[src/pspp_pkg.sv]
// Package with shared types and constants for the synced sensor packet parser.
`timescale 1ns / 1ps

package pspp_pkg;

    // Packet format.
    localparam int PREFIX_LEN   = 4;
    localparam int NUM_CHANNELS = 8;
    localparam int NUM_ANALOG   = 8;

    localparam logic [7:0] SYNC_BYTE = 8'hFF;

    localparam int PCNT_W = $clog2(PREFIX_LEN + 1);
    localparam int IDX_W  = (NUM_ANALOG > 1) ? $clog2(NUM_ANALOG) : 1;

    localparam logic [PCNT_W-1:0] PREFIX_LAST = PCNT_W'(PREFIX_LEN - 1);
    localparam logic [7:0]        CHAN_LIMIT  = 8'(NUM_CHANNELS);
    localparam logic [IDX_W-1:0]  INDEX_LAST  = IDX_W'(NUM_ANALOG - 1);

    // Field widths.
    localparam int CHAN_W   = 3;
    localparam int AIDX_W   = 3;
    localparam int RAW_W    = 16;
    localparam int SCALED_W = 23;
    localparam int DATA_W   = 48;

    // Rounded divide by 1023 of a Q16 value: the half step 511 is added, then the
    // 32-bit numerator is multiplied by ceil(2^42 / 1023) = 2^32 + SCALE_MUL_LO and
    // shifted down by 42. That reciprocal is exact for every 32-bit numerator.
    localparam logic [15:0] ROUND_HALF   = 16'd511;
    localparam logic [22:0] SCALE_MUL_LO = 23'd4198405;
    localparam int          SCALE_SHIFT  = 42;

    typedef enum logic [2:0] {
        ST_HUNT,
        ST_CHAN,
        ST_PEDAL,
        ST_LOW,
        ST_HIGH
    } pspp_state_t;

    typedef struct packed {
        logic                valid;
        logic [CHAN_W-1:0]   channel;
        logic [AIDX_W-1:0]   analog_index;
        logic [RAW_W-1:0]    raw_value;
        logic [SCALED_W-1:0] scaled_value;
        logic                pedal_down;
        logic                pedal_changed;
        logic                last_of_packet;
    } pspp_result_t;

endpackage

[src/pspp_parser.sv]
// Packet framing state machine and value scaling for the sensor packet parser.
`timescale 1ns / 1ps

module pspp_parser
    import pspp_pkg::*;
(
    input  logic         aclk,
    input  logic         aresetn,
    input  logic         step,
    input  logic [7:0]   rx_byte,
    output pspp_result_t res
);

    pspp_state_t       state_reg, state_next;
    logic [PCNT_W-1:0] prefix_cnt_reg, prefix_cnt_next;
    logic [IDX_W-1:0]  index_reg, index_next;
    logic [CHAN_W-1:0] held_channel_reg, held_channel_next;
    logic [7:0]        held_low_reg, held_low_next;
    logic              pedal_prev_reg, pedal_prev_next;
    logic              pedal_flag_reg, pedal_flag_next;

    logic [PCNT_W-1:0] hunt_cnt;
    logic              pedal_now;
    logic [31:0]       numer;
    logic [54:0]       prod;
    logic [64:0]       scale_sum;

    // A rejected channel byte is hunted again from an empty prefix count.
    assign hunt_cnt  = (state_reg == ST_CHAN) ? '0 : prefix_cnt_reg;
    assign pedal_now = (rx_byte != 8'd0);

    always_comb begin
        state_next        = state_reg;
        prefix_cnt_next   = prefix_cnt_reg;
        index_next        = index_reg;
        held_channel_next = held_channel_reg;
        held_low_next     = held_low_reg;
        pedal_prev_next   = pedal_prev_reg;
        pedal_flag_next   = pedal_flag_reg;
        case (state_reg)
            ST_HUNT, ST_CHAN: begin
                if ((state_reg == ST_CHAN) && (rx_byte < CHAN_LIMIT)) begin
                    held_channel_next = rx_byte[CHAN_W-1:0];
                    prefix_cnt_next   = '0;
                    state_next        = ST_PEDAL;
                end else if (rx_byte == SYNC_BYTE) begin
                    if (hunt_cnt == PREFIX_LAST) begin
                        prefix_cnt_next = '0;
                        state_next      = ST_CHAN;
                    end else begin
                        prefix_cnt_next = hunt_cnt + 1'b1;
                        state_next      = ST_HUNT;
                    end
                end else begin
                    prefix_cnt_next = '0;
                    state_next      = ST_HUNT;
                end
            end
            ST_PEDAL: begin
                pedal_flag_next = pedal_now ^ pedal_prev_reg;
                pedal_prev_next = pedal_now;
                index_next      = '0;
                state_next      = ST_LOW;
            end
            ST_LOW: begin
                held_low_next = rx_byte;
                state_next    = ST_HIGH;
            end
            ST_HIGH: begin
                if (index_reg == INDEX_LAST) begin
                    prefix_cnt_next = '0;
                    state_next      = ST_HUNT;
                end else begin
                    index_next = index_reg + 1'b1;
                    state_next = ST_LOW;
                end
            end
            default: begin
                prefix_cnt_next = '0;
                state_next      = ST_HUNT;
            end
        endcase
    end

    assign numer     = {rx_byte, held_low_reg, ROUND_HALF};
    assign prod      = numer * SCALE_MUL_LO;
    assign scale_sum = {1'b0, numer, 32'd0} + 65'(prod);

    always_comb begin
        res                = '0;
        res.channel        = held_channel_reg;
        res.analog_index   = AIDX_W'(index_reg);
        res.raw_value      = {rx_byte, held_low_reg};
        res.scaled_value   = scale_sum[SCALE_SHIFT +: SCALED_W];
        res.pedal_down     = pedal_prev_reg;
        res.pedal_changed  = pedal_flag_reg;
        res.last_of_packet = (index_reg == INDEX_LAST);
        case (state_reg)
            ST_HIGH: res.valid = 1'b1;
            default: res.valid = 1'b0;
        endcase
    end

    always_ff @(posedge aclk) begin
        if (!aresetn) begin
            state_reg      <= ST_HUNT;
            prefix_cnt_reg <= '0;
            index_reg      <= '0;
            pedal_prev_reg <= 1'b0;
            pedal_flag_reg <= 1'b0;
        end else if (step) begin
            state_reg      <= state_next;
            prefix_cnt_reg <= prefix_cnt_next;
            index_reg      <= index_next;
            pedal_prev_reg <= pedal_prev_next;
            pedal_flag_reg <= pedal_flag_next;
        end
    end

    always_ff @(posedge aclk) begin
        if (step) begin
            held_channel_reg <= held_channel_next;
            held_low_reg     <= held_low_next;
        end
    end

endmodule

[src/prefix_synced_sensor_packet_parser.sv]
// Top level of the prefix-synced sensor packet parser.
//
//  Channel | Direction | Carries
//  --------+-----------+-------------------------------------------------------
//  s_      | in        | one received serial byte per item
//  m_      | out       | one scaled analog value per item, tlast on packet end
//
// Every byte sits in the input register while the parser logic works on it, and
// a completed value is loaded into the output register once that is free, so a
// result passes through the input register and then the output register; one
// byte can be taken in every cycle unless a completed value waits for the output.
// Reset (aresetn low at a clock edge) empties both registers and returns the
// parser to hunting for the prefix with the pedal state up.
// A stalled result holds only bytes that would make a result; other bytes keep
// flowing into the parser.
`timescale 1ns / 1ps

module prefix_synced_sensor_packet_parser
    import pspp_pkg::*;
(
    input  logic              aclk,
    input  logic              aresetn,

    input  logic              s_tvalid,
    output logic              s_tready,
    input  logic [7:0]        s_tdata,   // [7:0] rx_byte

    output logic              m_tvalid,
    input  logic              m_tready,
    // [2:0] channel, [5:3] analog_index, [21:6] raw_value, [44:22] scaled_value,
    // [45] pedal_down, [46] pedal_changed, [47] zero
    output logic [DATA_W-1:0] m_tdata,
    output logic              m_tlast
);

    logic              in_valid_reg;
    logic [7:0]        in_byte_reg;
    logic              m_valid_reg;
    logic [DATA_W-1:0] m_data_reg;
    logic              m_last_reg;

    pspp_result_t      res;
    logic              out_free;
    logic              advance;

    pspp_parser u_parser (
        .aclk    (aclk),
        .aresetn (aresetn),
        .step    (advance),
        .rx_byte (in_byte_reg),
        .res     (res)
    );

    assign out_free = !m_valid_reg || m_tready;
    assign advance  = in_valid_reg && (!res.valid || out_free);
    assign s_tready = !in_valid_reg || advance;

    always_ff @(posedge aclk) begin
        if (!aresetn) begin
            in_valid_reg <= 1'b0;
        end else if (s_tready) begin
            in_valid_reg <= s_tvalid;
        end
    end

    always_ff @(posedge aclk) begin
        if (s_tvalid && s_tready) begin
            in_byte_reg <= s_tdata;
        end
    end

    always_ff @(posedge aclk) begin
        if (!aresetn) begin
            m_valid_reg <= 1'b0;
        end else if (out_free) begin
            m_valid_reg <= advance && res.valid;
        end
    end

    always_ff @(posedge aclk) begin
        if (out_free && advance && res.valid) begin
            m_data_reg <= {1'b0, res.pedal_changed, res.pedal_down, res.scaled_value,
                           res.raw_value, res.analog_index, res.channel};
            m_last_reg <= res.last_of_packet;
        end
    end

    assign m_tvalid = m_valid_reg;
    assign m_tdata  = m_data_reg;
    assign m_tlast  = m_last_reg;

endmodule

[config.mk]
export PLATFORM = sky130hd
export DESIGN_NAME = prefix_synced_sensor_packet_parser
export DESIGN_NICKNAME = d
export VERILOG_FILES = /design/src/pspp_pkg.sv /design/src/pspp_parser.sv /design/src/prefix_synced_sensor_packet_parser.sv
export SDC_FILE = /design/constraint.sdc
export NUM_CORES = 1
export LEC_CHECK = 0
export ABC_CLOCK_PERIOD_IN_PS = 8700
export BUFFER_PORTS_ARGS = -buffer_cell sky130_fd_sc_hd__clkbuf_2
export CAP_MARGIN = 20
export CELL_PAD_IN_SITES_DETAIL_PLACEMENT = 1
export CELL_PAD_IN_SITES_GLOBAL_PLACEMENT = 1
export CORE_MARGIN = 8
export CORE_UTILIZATION = 35
export DETAILED_ROUTE_END_ITERATION = 7
export HOLD_SLACK_MARGIN = 0.12
export PLACE_DENSITY_LB_ADDON = 0.1
export SLEW_MARGIN = 20
export SYNTH_ARGS = -nofsm -noshare
export SYNTH_HDL_FRONTEND = slang
export SYNTH_SLANG_ARGS = --single-unit
[constraint.sdc]
create_clock -name aclk -period 8.7 [get_ports aclk]
set_input_delay 0 -clock aclk [delete_from_list [all_inputs] [get_ports aclk]]
set_output_delay 0 -clock aclk [all_outputs]
set_load 0.03 [all_outputs]
Word-level counts from Yosys, hierarchy flattened
Index checks and enable logic that the tools add are counted.
Widths: inputs -> output; s select.
{"block": "totals", "rom_bits": 0, "inputBits": 12, "latchBits": 0, "mem_count": 0, "reg_bits": 80, "out_inout_bits": 51, "wordCells": 64, "ram_bits": 0}
{"block": "classes", "n_shift": 0, "div_mod_pow": 0, "n_reduce_logical": 22, "multipliers": 1, "eq_ne": 9, "n_lt_le_gt_ge": 1, "n_mux": 14, "addsub": 3, "bitwise": 2}
{"operator": "$add 64x55->65", "count": 1}
{"operator": "$mul 32x23->55 const B", "count": 1}
{"operator": "$mux 3", "count": 7}
{"operator": "$pmux 3 s4", "count": 1}
{"operator": "$eq 3x2->1 const B", "count": 3}
{"operator": "$pmux 3 s3", "count": 1}
{"operator": "$reduce_and 3->1", "count": 3}
{"operator": "$eq 8x8->1 const B", "count": 1}
{"operator": "$lt 8x4->1 const B", "count": 1}
{"operator": "$reduce_bool 8->1", "count": 1}
{"operator": "$add 3x1->3 const B", "count": 2}
{"operator": "$eq 3x3->1 const B", "count": 2}
{"operator": "$logic_and 1x1->1", "count": 6}
{"operator": "$pmux 3 s2", "count": 1}
{"operator": "$ne 2x2->1 const B", "count": 2}
{"operator": "$reduce_and 2->1", "count": 2}
{"operator": "$reduce_or 2->1", "count": 2}
{"operator": "$eq 3x1->1 const B", "count": 1}
{"operator": "$logic_not 1->1", "count": 3}
{"operator": "$logic_not 3->1", "count": 1}
{"operator": "$logic_or 1x1->1", "count": 3}
{"operator": "$mux 1", "count": 3}
{"operator": "$mux 2", "count": 1}
{"operator": "$reduce_bool 2->1", "count": 1}
{"operator": "other kinds (2)", "count": 2}

Logic depth before layout (Yosys ltp)
{"block": "logic_depth", "depth_word": 7, "depth_mapped": 18, "mapped_depth_nobuf": 17}

Hierarchy
Synthesis repeated with hierarchy kept, for this count alone.
{"block": "unflattened", "hier_cells": 521, "area_unflattened_um2": 6050.8}
{"mod": "pspp_parser", "cells_each": 451, "area_per_inst_um2": 4240.3, "seq_area_each_um2": 550.5, "instances": 1}
{"mod": "prefix_synced_sensor_packet_parser", "cells_each": 70, "area_per_inst_um2": 1810.5, "seq_area_each_um2": 1721.7, "instances": 1}

Least setup slack after synthesis
No wires, ideal clock.
{"block": "synth_path", "path_type": "reg-to-reg", "start": "reg u_parser.held_low_reg[2]", "end": "reg m_data_reg[27] (netlist: m_tdata[27]), data pin", "stages_incl_launch_ff": 16, "required_ns": 8.430, "slack_ns": 4.495, "path_buffers": 0, "setup_time_ns": 0.270, "period_less_slack_ns": 4.205, "t_arrival_ns": 3.934, "cell_sequence": "edfxtp_1 > inv_1 > ha_1 > ha_1 > ha_1 > ha_1 > ha_1 > ha_1 > ha_1 > a21oi_1 > o21ai_1 > a31oi_1 > nand2_1 > o31ai_1 > o21a_1 > o311ai_1"}
{"element": "from (decl)", "line": "pspp_parser.sv:18", "rtl": "logic [7:0] held_low_reg, held_low_next;"}
{"element": "from (signal assigned)", "line": "pspp_parser.sv:123", "rtl": "held_low_reg <= held_low_next;"}
{"element": "to (signal assigned)", "line": "prefix_synced_sensor_packet_parser.sv:82", "rtl": "m_data_reg <= {1'b0, res.pedal_changed, res.pedal_down, res.scaled_value,"}
{"element": "to (decl)", "line": "prefix_synced_sensor_packet_parser.sv:39", "rtl": "logic [DATA_W-1:0] m_data_reg;"}

==> flow_summary.toml <==
[floorplanning]
ios = 63
core-area_um2 = 17300
die_w_um = 149
std_cell_rows = 48
start_util_pct = 35.9
die_h_um = 149
die_area_um2 = 22200

[placement]
dp_hpwl_um = 12500
place_congestion = 0.815
post_dp_cell_area_um2 = 6780
pre_cts_ws_ns = 3.94
portBuffers = 61

[detailed_routing]
post_drt_wl_per_cell_um = 18.7
wl_um = 16000
antenna_left = 0
via_count = 4470
drc = 0
viasPerCell = 5.22
drt-initial-drc-count = 196
dr.pass1.iters = 4

[layout]
layout.nets = 792
multiInputGateArea_um2 = 3730
drive_above_1_share_pct = 14.9
largest_reg_flops = 47
area_growth_syn_to_layout_pct = 16.0
final_cell_mix = "ha_1 (134), edfxtp_1 (67), clkbuf_2 (61), inv_1 (49), a21oi_1 (31)"
antennaDiodeCount = 0
n_fill_cell = 1942
ff_latch_area_um2 = 2270
design_area_um2 = 7200
layout_commonest_cell = "ha_1"
finish.utilization_pct = 41.6

[global_routing]
track_usage_pct = 14.9
antenna_found_initial = 0
grt_overflow = 0
grt_pass1_vias = 4847
grt_max_degree = 49
grt_pass1_wl_um = 25800

[worst_setup_path]
crit_fanout = 9
timing_worst_setup_path_type = "reg -> reg"
worstSetupEndpointType = "flop"
arrival_ns = 4.92
cp_data_required_time_ns = 8.86
start_kind = "flop"

[run]
cap_violations = 0

[timing]
whs_ns = 0.374
max_freq_mhz = 210
post-route-period-util_pct = 54.7
finalSetupViolCount = 0
hold_violations = 0
slew_viol_final = 0
skew_ns = 0.0122
rsz0062_at_grt = "no"
worst_slack_ns = 3.94
relSlewSlack_pct = 43.3
finalSetupTns_ns = 0
worstMarginPinSlew_ns = 0.850
fin_crit_ns = 4.76

[pwr]
p_sw_uw = 346
p_sw_share_pct = 31.9
p_int_uw = 738
pwr-share-seq_pct = 39.9
pwr-share-comb_pct = 26.1
leakagePower_nw = 3.32
p_clk_share_pct = 34.1
ir_worst_vdd_v = 0.0000926
p_per_area_nw_per_um2 = 150

[logic_synthesis]
ys_seq_area_share_pct = 36.6
yosysWarnings = 0
ys_seq_elements = 80
synth_edf_count = 67
synth_area_um2 = 6210
synth_flop_cell = "edfxtp_1"
synth_top_area_share_pct = 32.4
synth_cell_types = 63
syn_avg_cell_area_um2 = 11.4
synth_fp_nets = 709
synthTopCellsByArea = "edfxtp_1 (32%), ha_1 (27%), fa_1 (6.5%)"
synth_top_cell_by_area = "edfxtp_1"
syn_inst = 543
synth_async_sr_flop_share_pct = 0

[cts]
cts.sinks = 80
clockRootBuffer = "clkbuf_16"
numCtsBuffers = 9
clk_pin_slew_worst_paths_ns = 0.06
post_cts_buffers = 0
cts_tree = "yes"
cts_max_level = 3
clk_path_buf_depth = 2
clock_latency_ns = 0.35

[hold_path]
hold_class = "in -> reg"

[status]
outcome = "completed"
==> cell usage after synthesis (7+ instances only) <==
library cell / count
inv_1: 50
fa_1: 20
nand2_1: 28
nand3_1: 14
a211oi_1: 7
xnor2_1: 15
o31ai_1: 7
nor2_1: 25
edfxtp_1: 67
o21ai_0: 9
nor2b_1: 11
a21oi_1: 31
o21a_1: 9
a21o_1: 8
ha_1: 134
dfxtp_1: 13
==> layer usage <==
metal / vias to the layer above / track usage [%] / wire length (µm)
met3: 9 / 2.94 / 502
met1: 2198 / 19.7 / 7750
met5: - / 0 / 0
met2: 66 / 24.6 / 7630
met4: 0 / 3.69 / 165
li1: 2197 / - / -
==> power groups by stage <==
stage | clock network, mW | registers (mW) | logic [mW]
after floorplan | 0 | 0.436 | 0.208
after detailed placement | 0 | 0.442 | 0.280
final | 0.369 | 0.432 | 0.282
after global routing | 0.391 | 0.433 | 0.323
after CTS | 0.381 | 0.433 | 0.287
after global placement | 0 | 0.441 | 0.273
==> per-stage QoR <==
stage | power [mW] | instances
after floorplan | 0.644 | 543
final | 1.08 | 856
after global routing | 1.15 | 856
after global placement | 0.715 | 827
after detailed placement | 0.721 | 827
after CTS | 1.10 | 856
==> repair_timing <==
| item | in CTS | in global routing |
|---|---|---|
| hold buffers | 13 | 0 |
| endpoints found under the hold margin | 21 | 0 |
| resized for setup | 0 | 0 |
==> worst paths after layout <==
check,from,slack [ns],endpoint,cells after the start
worst max-delay path,in_byte_reg[4]$_DFFE_PP_,3.94,m_tdata[27]$_DFFE_PP_,14
worst min-delay path,s_tdata[6],0.37,in_byte_reg[6]$_DFFE_PP_,2
worst max register to register,in_byte_reg[4]$_DFFE_PP_,3.94,m_tdata[27]$_DFFE_PP_,14
worst min register to register,u_parser.held_channel_reg[2]$_DFFE_PP_,0.42,m_tdata[2]$_DFFE_PP_,0
==> logic make-up (layout without fill, tap and decap cells) <==
kind of cell / Yosys count / in the layout / share of synthesized area, %
fa+ha+maj: 154 / 154 / 33.5
simple gates: 119 / 119 / 10.2
compound gates: 115 / 115 / 13.4
flops: 80 / 80 / 36.6
buf+inv: 53 / 141 / 3.29
xor+xnor: 20 / 20 / 2.82
other cells: 1 / 1 / 0.0604
mux: 1 / 1 / 0.161
==> layout make-up <==
type	instances	share of cell area, %
clock inverters	7	0.851
flip-flops and latches	80	31.5
inverters	50	2.62
repair buffers	75	6.15
multi-input cells	410	51.8
well taps	225	3.91
clock buffers	9	3.13
==> worst max-delay path, cell delays in order (launching register included) <==
cell and delay [ns]:
edfxtp_1 0.58, ha_1 0.37, inv_1 0.05, fa_1 0.48, inv_1 0.06, fa_1 0.47, ha_1 0.31, ha_1 0.32
nand4_1 0.19, nor3_2 0.27, nand4_1 0.29, a211oi_2 0.48, o31ai_1 0.22, o21a_1 0.24, o311ai_1 0.23
(Power assumes the default switching activity.)
